$ cat src/dds_pkg.sv
// Shared types and constants for the decimal digit display sequencer.
package dds_pkg;

   localparam int MAX_DIGITS = 16;
   localparam int VALUE_W    = 31;
   localparam int BCD_DIGITS = 10;
   localparam int COUNT_W    = 5;
   localparam int PLACE_W    = 4;
   localparam int BIT_CNT_W  = 5;
   localparam int COORD_W    = 16;
   localparam int STEP_W     = 10;
   localparam int GLYPH_W    = 4;
   localparam int CSR_IDX_W  = 3;
   localparam int CSR_DATA_W = 16;

   localparam logic [CSR_IDX_W-1:0] CSR_BASE_X       = 3'd0;
   localparam logic [CSR_IDX_W-1:0] CSR_BASE_Y       = 3'd1;
   localparam logic [CSR_IDX_W-1:0] CSR_SHOW_PADDING = 3'd2;
   localparam logic [CSR_IDX_W-1:0] CSR_DIGIT_COUNT  = 3'd3;
   localparam logic [CSR_IDX_W-1:0] CSR_DIGIT_WIDTH  = 3'd4;

   localparam logic [GLYPH_W-1:0] GLYPH_MAX = 4'd9;

   typedef enum logic [1:0] {
      ST_IDLE,
      ST_CONVERT,
      ST_EMIT
   } seq_state_type;

   // Double-dabble correction of one BCD digit before the shift.
   function automatic logic [GLYPH_W-1:0] bcd_adjust(input logic [GLYPH_W-1:0] d);
      bcd_adjust = (d >= 4'd5) ? d + 4'd3 : d;
   endfunction

endpackage

$ cat src/decimal_digit_display_sequencer_core.sv
// Top level of the decimal digit display sequencer: bit-serial conversion and slot emission.
//
// Each accepted value is converted to decimal by a bit-serial double-dabble
// converter that shifts one binary bit into a ten-digit BCD register per
// clock, MSB first, through every value bit whatever the value. The sequencer
// then emits exactly digit_count slots (saturated at 16), left to right, one
// per cycle while the result side does not stall; pos_x steps by digit_width
// from base_x with 16-bit wrap, and slots left of the most significant digit
// are padding zeros, visible only when show_padding is set. The input is
// stalled from acceptance until the last slot has been loaded into the output
// register, and a digit_count of zero leaves the block idle, with the value
// taken and no result transactions. Configuration writes are always ready and
// must be made only while the block is idle.
module decimal_digit_display_sequencer_core (
   input  logic                                  clock,
   input  logic                                  reset,
   input  logic                                  req_valid,
   output logic                                  req_stall,
   input  logic [dds_pkg::VALUE_W-1:0]           req_value,
   output logic                                  rsp_valid,
   input  logic                                  rsp_stall,
   output logic [dds_pkg::GLYPH_W-1:0]           rsp_glyph,
   output logic signed [dds_pkg::COORD_W-1:0]    rsp_pos_x,
   output logic signed [dds_pkg::COORD_W-1:0]    rsp_pos_y,
   output logic                                  rsp_visible,
   output logic                                  rsp_last,
   input  logic                                  csr_valid,
   output logic                                  csr_ready,
   input  logic [dds_pkg::CSR_IDX_W-1:0]         csr_index,
   input  logic [dds_pkg::CSR_DATA_W-1:0]        csr_wdata
);

   // Configuration registers.
   logic [dds_pkg::COORD_W-1:0] base_x_ff;
   logic [dds_pkg::COORD_W-1:0] base_y_ff;
   logic                        show_padding_ff;
   logic [dds_pkg::COUNT_W-1:0] digit_count_ff;
   logic [dds_pkg::STEP_W-1:0]  digit_width_ff;

   // Sequencer state and datapath.
   dds_pkg::seq_state_type       state_ff, state_in;
   logic [dds_pkg::VALUE_W-1:0]   bin_ff, bin_in;
   logic [dds_pkg::GLYPH_W-1:0]   bcd_ff [dds_pkg::BCD_DIGITS];
   logic [dds_pkg::GLYPH_W-1:0]   bcd_in [dds_pkg::BCD_DIGITS];
   logic [dds_pkg::GLYPH_W-1:0]   bcd_adj [dds_pkg::BCD_DIGITS];
   logic [dds_pkg::BIT_CNT_W-1:0] bit_cnt_ff, bit_cnt_in;
   logic [dds_pkg::PLACE_W-1:0]   place_ff, place_in;
   logic                          seen_ff, seen_in;
   logic [dds_pkg::COORD_W-1:0]   pos_acc_ff, pos_acc_in;

   // Output register.
   logic                          rsp_valid_ff, rsp_valid_in;
   logic [dds_pkg::GLYPH_W-1:0]   rsp_glyph_ff, rsp_glyph_in;
   logic [dds_pkg::COORD_W-1:0]   rsp_pos_x_ff, rsp_pos_x_in;
   logic                          rsp_visible_ff, rsp_visible_in;
   logic                          rsp_last_ff, rsp_last_in;

   logic [dds_pkg::COUNT_W-1:0]   slot_count;
   logic                          req_take;
   logic                          out_free;
   logic [dds_pkg::GLYPH_W-1:0]   cur_digit;
   logic                          in_number;

   // A digit count above the slot limit saturates.
   assign slot_count = (digit_count_ff > dds_pkg::COUNT_W'(dds_pkg::MAX_DIGITS))
                       ? dds_pkg::COUNT_W'(dds_pkg::MAX_DIGITS) : digit_count_ff;

   assign req_stall = (state_ff != dds_pkg::ST_IDLE);
   assign req_take  = req_valid && !req_stall;
   assign out_free  = !rsp_valid_ff || !rsp_stall;

   // Places above the converter's ten digits always read as zero.
   assign cur_digit = (place_ff < dds_pkg::PLACE_W'(dds_pkg::BCD_DIGITS))
                      ? bcd_ff[place_ff] : '0;
   // The units place is part of the number even for value zero.
   assign in_number = seen_ff || (cur_digit != '0) || (place_ff == '0);

   always_comb begin
      for (int i = 0; i < dds_pkg::BCD_DIGITS; i++) begin
         bcd_adj[i] = dds_pkg::bcd_adjust(bcd_ff[i]);
      end
   end

   always_ff @(posedge clock) begin
      if (reset) begin
         base_x_ff       <= '0;
         base_y_ff       <= '0;
         show_padding_ff <= 1'b1;
         digit_count_ff  <= '0;
         digit_width_ff  <= '0;
      end else if (csr_valid && csr_ready) begin
         unique case (csr_index)
            dds_pkg::CSR_BASE_X:       base_x_ff       <= csr_wdata;
            dds_pkg::CSR_BASE_Y:       base_y_ff       <= csr_wdata;
            dds_pkg::CSR_SHOW_PADDING: show_padding_ff <= csr_wdata[0];
            dds_pkg::CSR_DIGIT_COUNT:  digit_count_ff  <= csr_wdata[dds_pkg::COUNT_W-1:0];
            dds_pkg::CSR_DIGIT_WIDTH:  digit_width_ff  <= csr_wdata[dds_pkg::STEP_W-1:0];
            default: ;
         endcase
      end
   end

   assign csr_ready = 1'b1;

   always_ff @(posedge clock) begin
      if (reset) begin
         state_ff     <= dds_pkg::ST_IDLE;
         rsp_valid_ff <= 1'b0;
      end else begin
         state_ff     <= state_in;
         rsp_valid_ff <= rsp_valid_in;
      end
   end

   always_ff @(posedge clock) begin
      bin_ff         <= bin_in;
      bcd_ff         <= bcd_in;
      bit_cnt_ff     <= bit_cnt_in;
      place_ff       <= place_in;
      seen_ff        <= seen_in;
      pos_acc_ff     <= pos_acc_in;
      rsp_glyph_ff   <= rsp_glyph_in;
      rsp_pos_x_ff   <= rsp_pos_x_in;
      rsp_visible_ff <= rsp_visible_in;
      rsp_last_ff    <= rsp_last_in;
   end

   always_comb begin
      state_in       = state_ff;
      bin_in         = bin_ff;
      bcd_in         = bcd_ff;
      bit_cnt_in     = bit_cnt_ff;
      place_in       = place_ff;
      seen_in        = seen_ff;
      pos_acc_in     = pos_acc_ff;
      rsp_glyph_in   = rsp_glyph_ff;
      rsp_pos_x_in   = rsp_pos_x_ff;
      rsp_visible_in = rsp_visible_ff;
      rsp_last_in    = rsp_last_ff;
      // A waiting result leaves the output register once the consumer takes it.
      rsp_valid_in   = rsp_valid_ff && rsp_stall;

      unique case (state_ff)
         dds_pkg::ST_IDLE: begin
            if (req_take && (slot_count != '0)) begin
               bin_in     = req_value;
               for (int i = 0; i < dds_pkg::BCD_DIGITS; i++) begin
                  bcd_in[i] = '0;
               end
               bit_cnt_in = dds_pkg::BIT_CNT_W'(dds_pkg::VALUE_W - 1);
               place_in   = dds_pkg::PLACE_W'(slot_count - 1'b1);
               seen_in    = 1'b0;
               pos_acc_in = base_x_ff;
               state_in   = dds_pkg::ST_CONVERT;
            end
         end
         dds_pkg::ST_CONVERT: begin
            // One binary bit enters the BCD register per cycle, MSB first.
            bcd_in[0] = {bcd_adj[0][dds_pkg::GLYPH_W-2:0], bin_ff[dds_pkg::VALUE_W-1]};
            for (int i = 1; i < dds_pkg::BCD_DIGITS; i++) begin
               bcd_in[i] = {bcd_adj[i][dds_pkg::GLYPH_W-2:0],
                            bcd_adj[i-1][dds_pkg::GLYPH_W-1]};
            end
            bin_in     = {bin_ff[dds_pkg::VALUE_W-2:0], 1'b0};
            bit_cnt_in = bit_cnt_ff - 1'b1;
            if (bit_cnt_ff == '0) begin
               // When the number is wider than the row, a nonzero digit cut
               // off on the left makes every shown slot a real digit.
               for (int i = 0; i < dds_pkg::BCD_DIGITS; i++) begin
                  if ((dds_pkg::PLACE_W'(i) > place_ff) && (bcd_in[i] != '0)) begin
                     seen_in = 1'b1;
                  end
               end
               state_in = dds_pkg::ST_EMIT;
            end
         end
         dds_pkg::ST_EMIT: begin
            if (out_free) begin
               rsp_valid_in   = 1'b1;
               rsp_glyph_in   = cur_digit;
               rsp_pos_x_in   = pos_acc_ff;
               rsp_visible_in = in_number || show_padding_ff;
               rsp_last_in    = (place_ff == '0);
               seen_in        = in_number;
               pos_acc_in     = pos_acc_ff + dds_pkg::COORD_W'(digit_width_ff);
               place_in       = place_ff - 1'b1;
               if (place_ff == '0) begin
                  state_in = dds_pkg::ST_IDLE;
               end
            end
         end
         default: state_in = dds_pkg::ST_IDLE;
      endcase
   end

   assign rsp_valid   = rsp_valid_ff;
   assign rsp_glyph   = rsp_glyph_ff;
   assign rsp_pos_x   = rsp_pos_x_ff;
   assign rsp_pos_y   = base_y_ff;
   assign rsp_visible = rsp_visible_ff;
   assign rsp_last    = rsp_last_ff;

endmodule

$ cat config.mk
export PLATFORM = sky130hd
export DESIGN_NAME = decimal_digit_display_sequencer_core
export DESIGN_NICKNAME = d
export VERILOG_FILES = /design/src/dds_pkg.sv /design/src/decimal_digit_display_sequencer_core.sv
export SDC_FILE = /design/constraint.sdc
export NUM_CORES = 1
export LEC_CHECK = 0
export ABC_AREA = 1
export ABC_CLOCK_PERIOD_IN_PS = 10400
export BUFFER_PORTS_ARGS = -buffer_cell sky130_fd_sc_hd__buf_4
export CORE_ASPECT_RATIO = 0.6
export CORE_MARGIN = 2
export CORE_UTILIZATION = 49
export CTS_CLUSTER_SIZE = 25
export DETAILED_ROUTE_END_ITERATION = 10
export PLACE_DENSITY = 0.66
export SLEW_MARGIN = 20
export SYNTH_ARGS = -nofsm -noshare
export SYNTH_HDL_FRONTEND = slang
export SYNTH_SLANG_ARGS = --single-unit
$ cat constraint.sdc
create_clock -name clock -period 10.4 [get_ports clock]
set_input_delay 2.08 -clock clock [delete_from_list [all_inputs] [get_ports clock]]
set_output_delay 2.08 -clock clock [all_outputs]
set_load 0.01 [all_outputs]
==> results.md <==
* Status: complete, no violations
* Cells on worst reg2reg path at 9
* DIE AREA at 19,100 um^2
* DP Wirelength at 14,500 um
* Nets at 1,249
* Routed WL per cell at 14.6 um
* Comb power frac at 29.2%
* Clk pwr share at 28.0%
* Gpl congestion at 0.865
* Vias per std cell at 5.16
* Congestion Overflow GR at 0
* Syn Inst Count at 1,065
* Via count at 7,227
* Buf/Inv on CP at 3
* Fraction of registers with async set or reset after synthesis at 0%
* CP max-delay cell: nor3_1
* Avg Cell Area, Syn at 8.28 um^2
* Post_cts resized at 0
* Worst EP required at 10.72 ns
* # rows at 37
* Setup Buffers After CTS at 0
* Commonest non-fill, non-tap cell in the layout: nand2_1
* Clock sink count at 170
* Post-layout util at 59.5%
* YS warnings at 0
* Reg2Reg Setup Slack at 7.59 ns
* Internal Power at 0.00144 W
* Most frequent cells in the layout: 306 x nand2_1, 138 x nor2_1, 119 x edfxtp_1, 102 x buf_4, 101 x inv_1
* CTS clock-pin slew for the worst setup and hold paths at 0.07 ns
* Worst-path fanout max at 11
* Final min period at 3.76 ns
* Leakage Power at 4.65 nW
* First-pass GRT wire length at 33,100 um
* Post-Syn Area at 8820 um^2
* Crit path cell chain: buf_4 -> nor2_1 -> inv_1 -> nor3_1 -> clkinv_1 -> o21ai_0 -> a21oi_1
* Remaining DRCs at 0
* Number of CTS-inserted buffers at 17
* Multi-input gate area at 3670 um^2
* Fillers at 1,563
* Skew-Pair Late Insertion Delay at 0.44 ns
* Antenna Nets Post-Route at 0
* Hold Fails Final Rpt at 0
* PD cells at 220 nW/um^2
* Maxcap violations at 0
* CP startpoint: csr_index[1]
* Fin crit share at 36.1%
* Placed Area at 9740 um^2
* Die W at 177 um
* Sw Ratio at 36.5%
* Final setup viols at 0
* Non-filler instance count after layout at 1,400
* Initial DRC Count at 626
* Antenna diodes at 0
* Die height at 108 um
* Number of global-route vias before repair at 6,257
* Register Area at 4590 um^2
* Syn_nets at 1,161
* EDFF count, synth at 119
* Core ar. at 17,400 um^2
* Fmax at 266 MHz
* Flop pwr share at 42.8%
* # IOs at 96
* CTS tree: built
* Largest net degree at the start of global routing at 77
* Relative slew slack at 31.5%
* Dpl cells at 1,368
* Crit. End Element: flip-flop
* Layout cells sized above 1 at 13.6%
* RSZ-0062 raised after global routing: false
* CTS root buffer: clkbuf_16
* Ys flop type: edfxtp_1
* Wirelength, routed at 20,500 um
* Final hold slack at 0.471 ns
* Sequential area share after synthesis at 52.1%
* Yosys reg bits at 170
* Clock Path Buffers at 2
* Skew final at 0.0155 ns
* Global Route Usage Sum at 22.4%
* WP depth at 7
* Drt first pass iters at 5
* Startpoint types: primary input
* Worst path max stage delay at 0.78 ns
* Post-route setup TNS at 0 ns
* VDD IR max at 141 uV
* R2R Path End: pos_acc_ff[15]
* Distinct cells, synth at 38
* Post-CTS Hold Fix Bufs at 0
* CTS H-Tree Depth at 4
* Slew Viols, Final at 0
* Worst setup endpoint: digit_width_ff[1]
* PortBufs at 94
* Min-delay worst type: flip-flop to flip-flop
* Initial antenna violation count at 0
* NetSw at 0.000830 W
* Critical Path AT at 4.07 ns
* Worst Tran Pin Value at 1.02 ns
* Starting density of the core at 50.8%
* RR Startpoint: state_ff[0]
* CP top delay family: simple AND/OR/NAND/NOR gates
* Area Overhead vs Synth at 17.2%
* Post-route cell area at 10,300 um^2
* Critical path class: primary input to flip-flop
## synth_stat cells (2+ instances only)
cell type | instances | area, um^2
a21o_1 | 3 | 22.5
a21oi_1 | 42 | 210
a31oi_1 | 4 | 25.0
buf_2 | 5 | 25.0
buf_4 | 3 | 22.5
buf_6 | 2 | 22.5
clkbuf_1 | 23 | 86.3
clkinv_1 | 2 | 7.51
dfxtp_1 | 51 | 1020
edfxtp_1 | 119 | 3570
ha_1 | 40 | 500
inv_1 | 101 | 379
inv_2 | 8 | 30.0
nand2_1 | 306 | 1150
nand2_2 | 2 | 12.5
nand3_1 | 63 | 315
nand3b_1 | 3 | 22.5
nand4_1 | 18 | 113
nor2_1 | 138 | 518
nor2_2 | 7 | 43.8
nor3_1 | 5 | 25.0
o21ai_0 | 90 | 450
o21bai_1 | 4 | 30.0
o31ai_1 | 5 | 37.5
or2_2 | 3 | 18.8
xnor2_1 | 3 | 26.3
xor2_1 | 4 | 35.0
## worst reg2reg max path, delay by kind of cell, from the launching register on
kind                     cells  cell delay (ns)
AND/OR/NAND/NOR              2             0.19
flip-flops                   1             0.36
AO/OA/AOI/OAI                1             0.27
buffers and inverters        5             1.23
adder cells (fa/ha/maj)      1             0.43
## cells by family after synthesis
| family | synth area share, % |
|---|---|
| AOI/OAI and AO/OA | 9.34 |
| xor gates and xnor gates | 0.695 |
| adders and majority gates | 5.90 |
| buffers and inverters | 6.50 |
| DFF | 52.1 |
| muxes | 0.114 |
| other | 0.0425 |
| and+or+nand+nor | 25.3 |
## area by class of cell
cell class	count	share of cell area, %
tap	234	2.83
inverter	111	4.03
sequential	170	44.5
timing repair buffer	102	7.41
clock buffer	17	4.12
multi-input combinational	751	35.5
clock inverter	15	1.62
## layer usage
layer,part of all wire [%],vias up,GRT usage (%)
met2,36,254,26.7
met1,55,3273,38.3
met5,0,-,0
li1,-,3688,-
met4,0.59,0,4.25
met3,8.4,12,6.00
## per-stage QoR
step | total power [W] | worst slack [ns]
6_report | 0.00227 | 6.64
5_1_grt | 0.00242 | 6.35
4_1_cts | 0.00228 | 6.68
3_5_place_dp | 0.00164 | 6.21
3_3_place_gp | 0.00163 | 6.31
2_1_floorplan | 0.00145 | 3.56
## power groups by stage
stage	clock [W]	combinational [W]	sequential, W
5_1_grt	0.000676	0.000762	0.000987
3_5_place_dp	0	0.000657	0.000985
3_3_place_gp	0	0.000651	0.000983
2_1_floorplan	0	0.000462	0.000990
6_report	0.000637	0.000663	0.000972
4_1_cts	0.000647	0.000663	0.000971
## worst min path at each step
stage	slack, ns	start	cells after the start	endpoint
after floorplan	0.43	show_padding_ff	2	show_padding_ff
after global placement	0.45	pos_acc_ff[7]	0	rsp_pos_x[7]
after detailed placement	0.46	pos_acc_ff[7]	0	rsp_pos_x[7]
after CTS	0.47	pos_acc_ff[9]	0	rsp_pos_x[9]
after global routing	0.48	pos_acc_ff[9]	0	rsp_pos_x[9]
final	0.47	pos_acc_ff[8]	0	rsp_pos_x[8]
## state kept, by name (all words and copies together), names as in the netlist
register         count
place_ff             4
rsp_pos_x           16
pos_acc_ff          16
seen_ff              1
digit_width_ff      10
bcd_ff              40
rsp_pos_y           16
state_ff             2
digit_count_ff       5
bit_cnt_ff           5
rsp_last             1
bin_ff              31
base_x_ff           16
rsp_glyph            4
show_padding_ff      1
rsp_valid            1
rsp_visible          1
(Power assumes the default switching activity.)
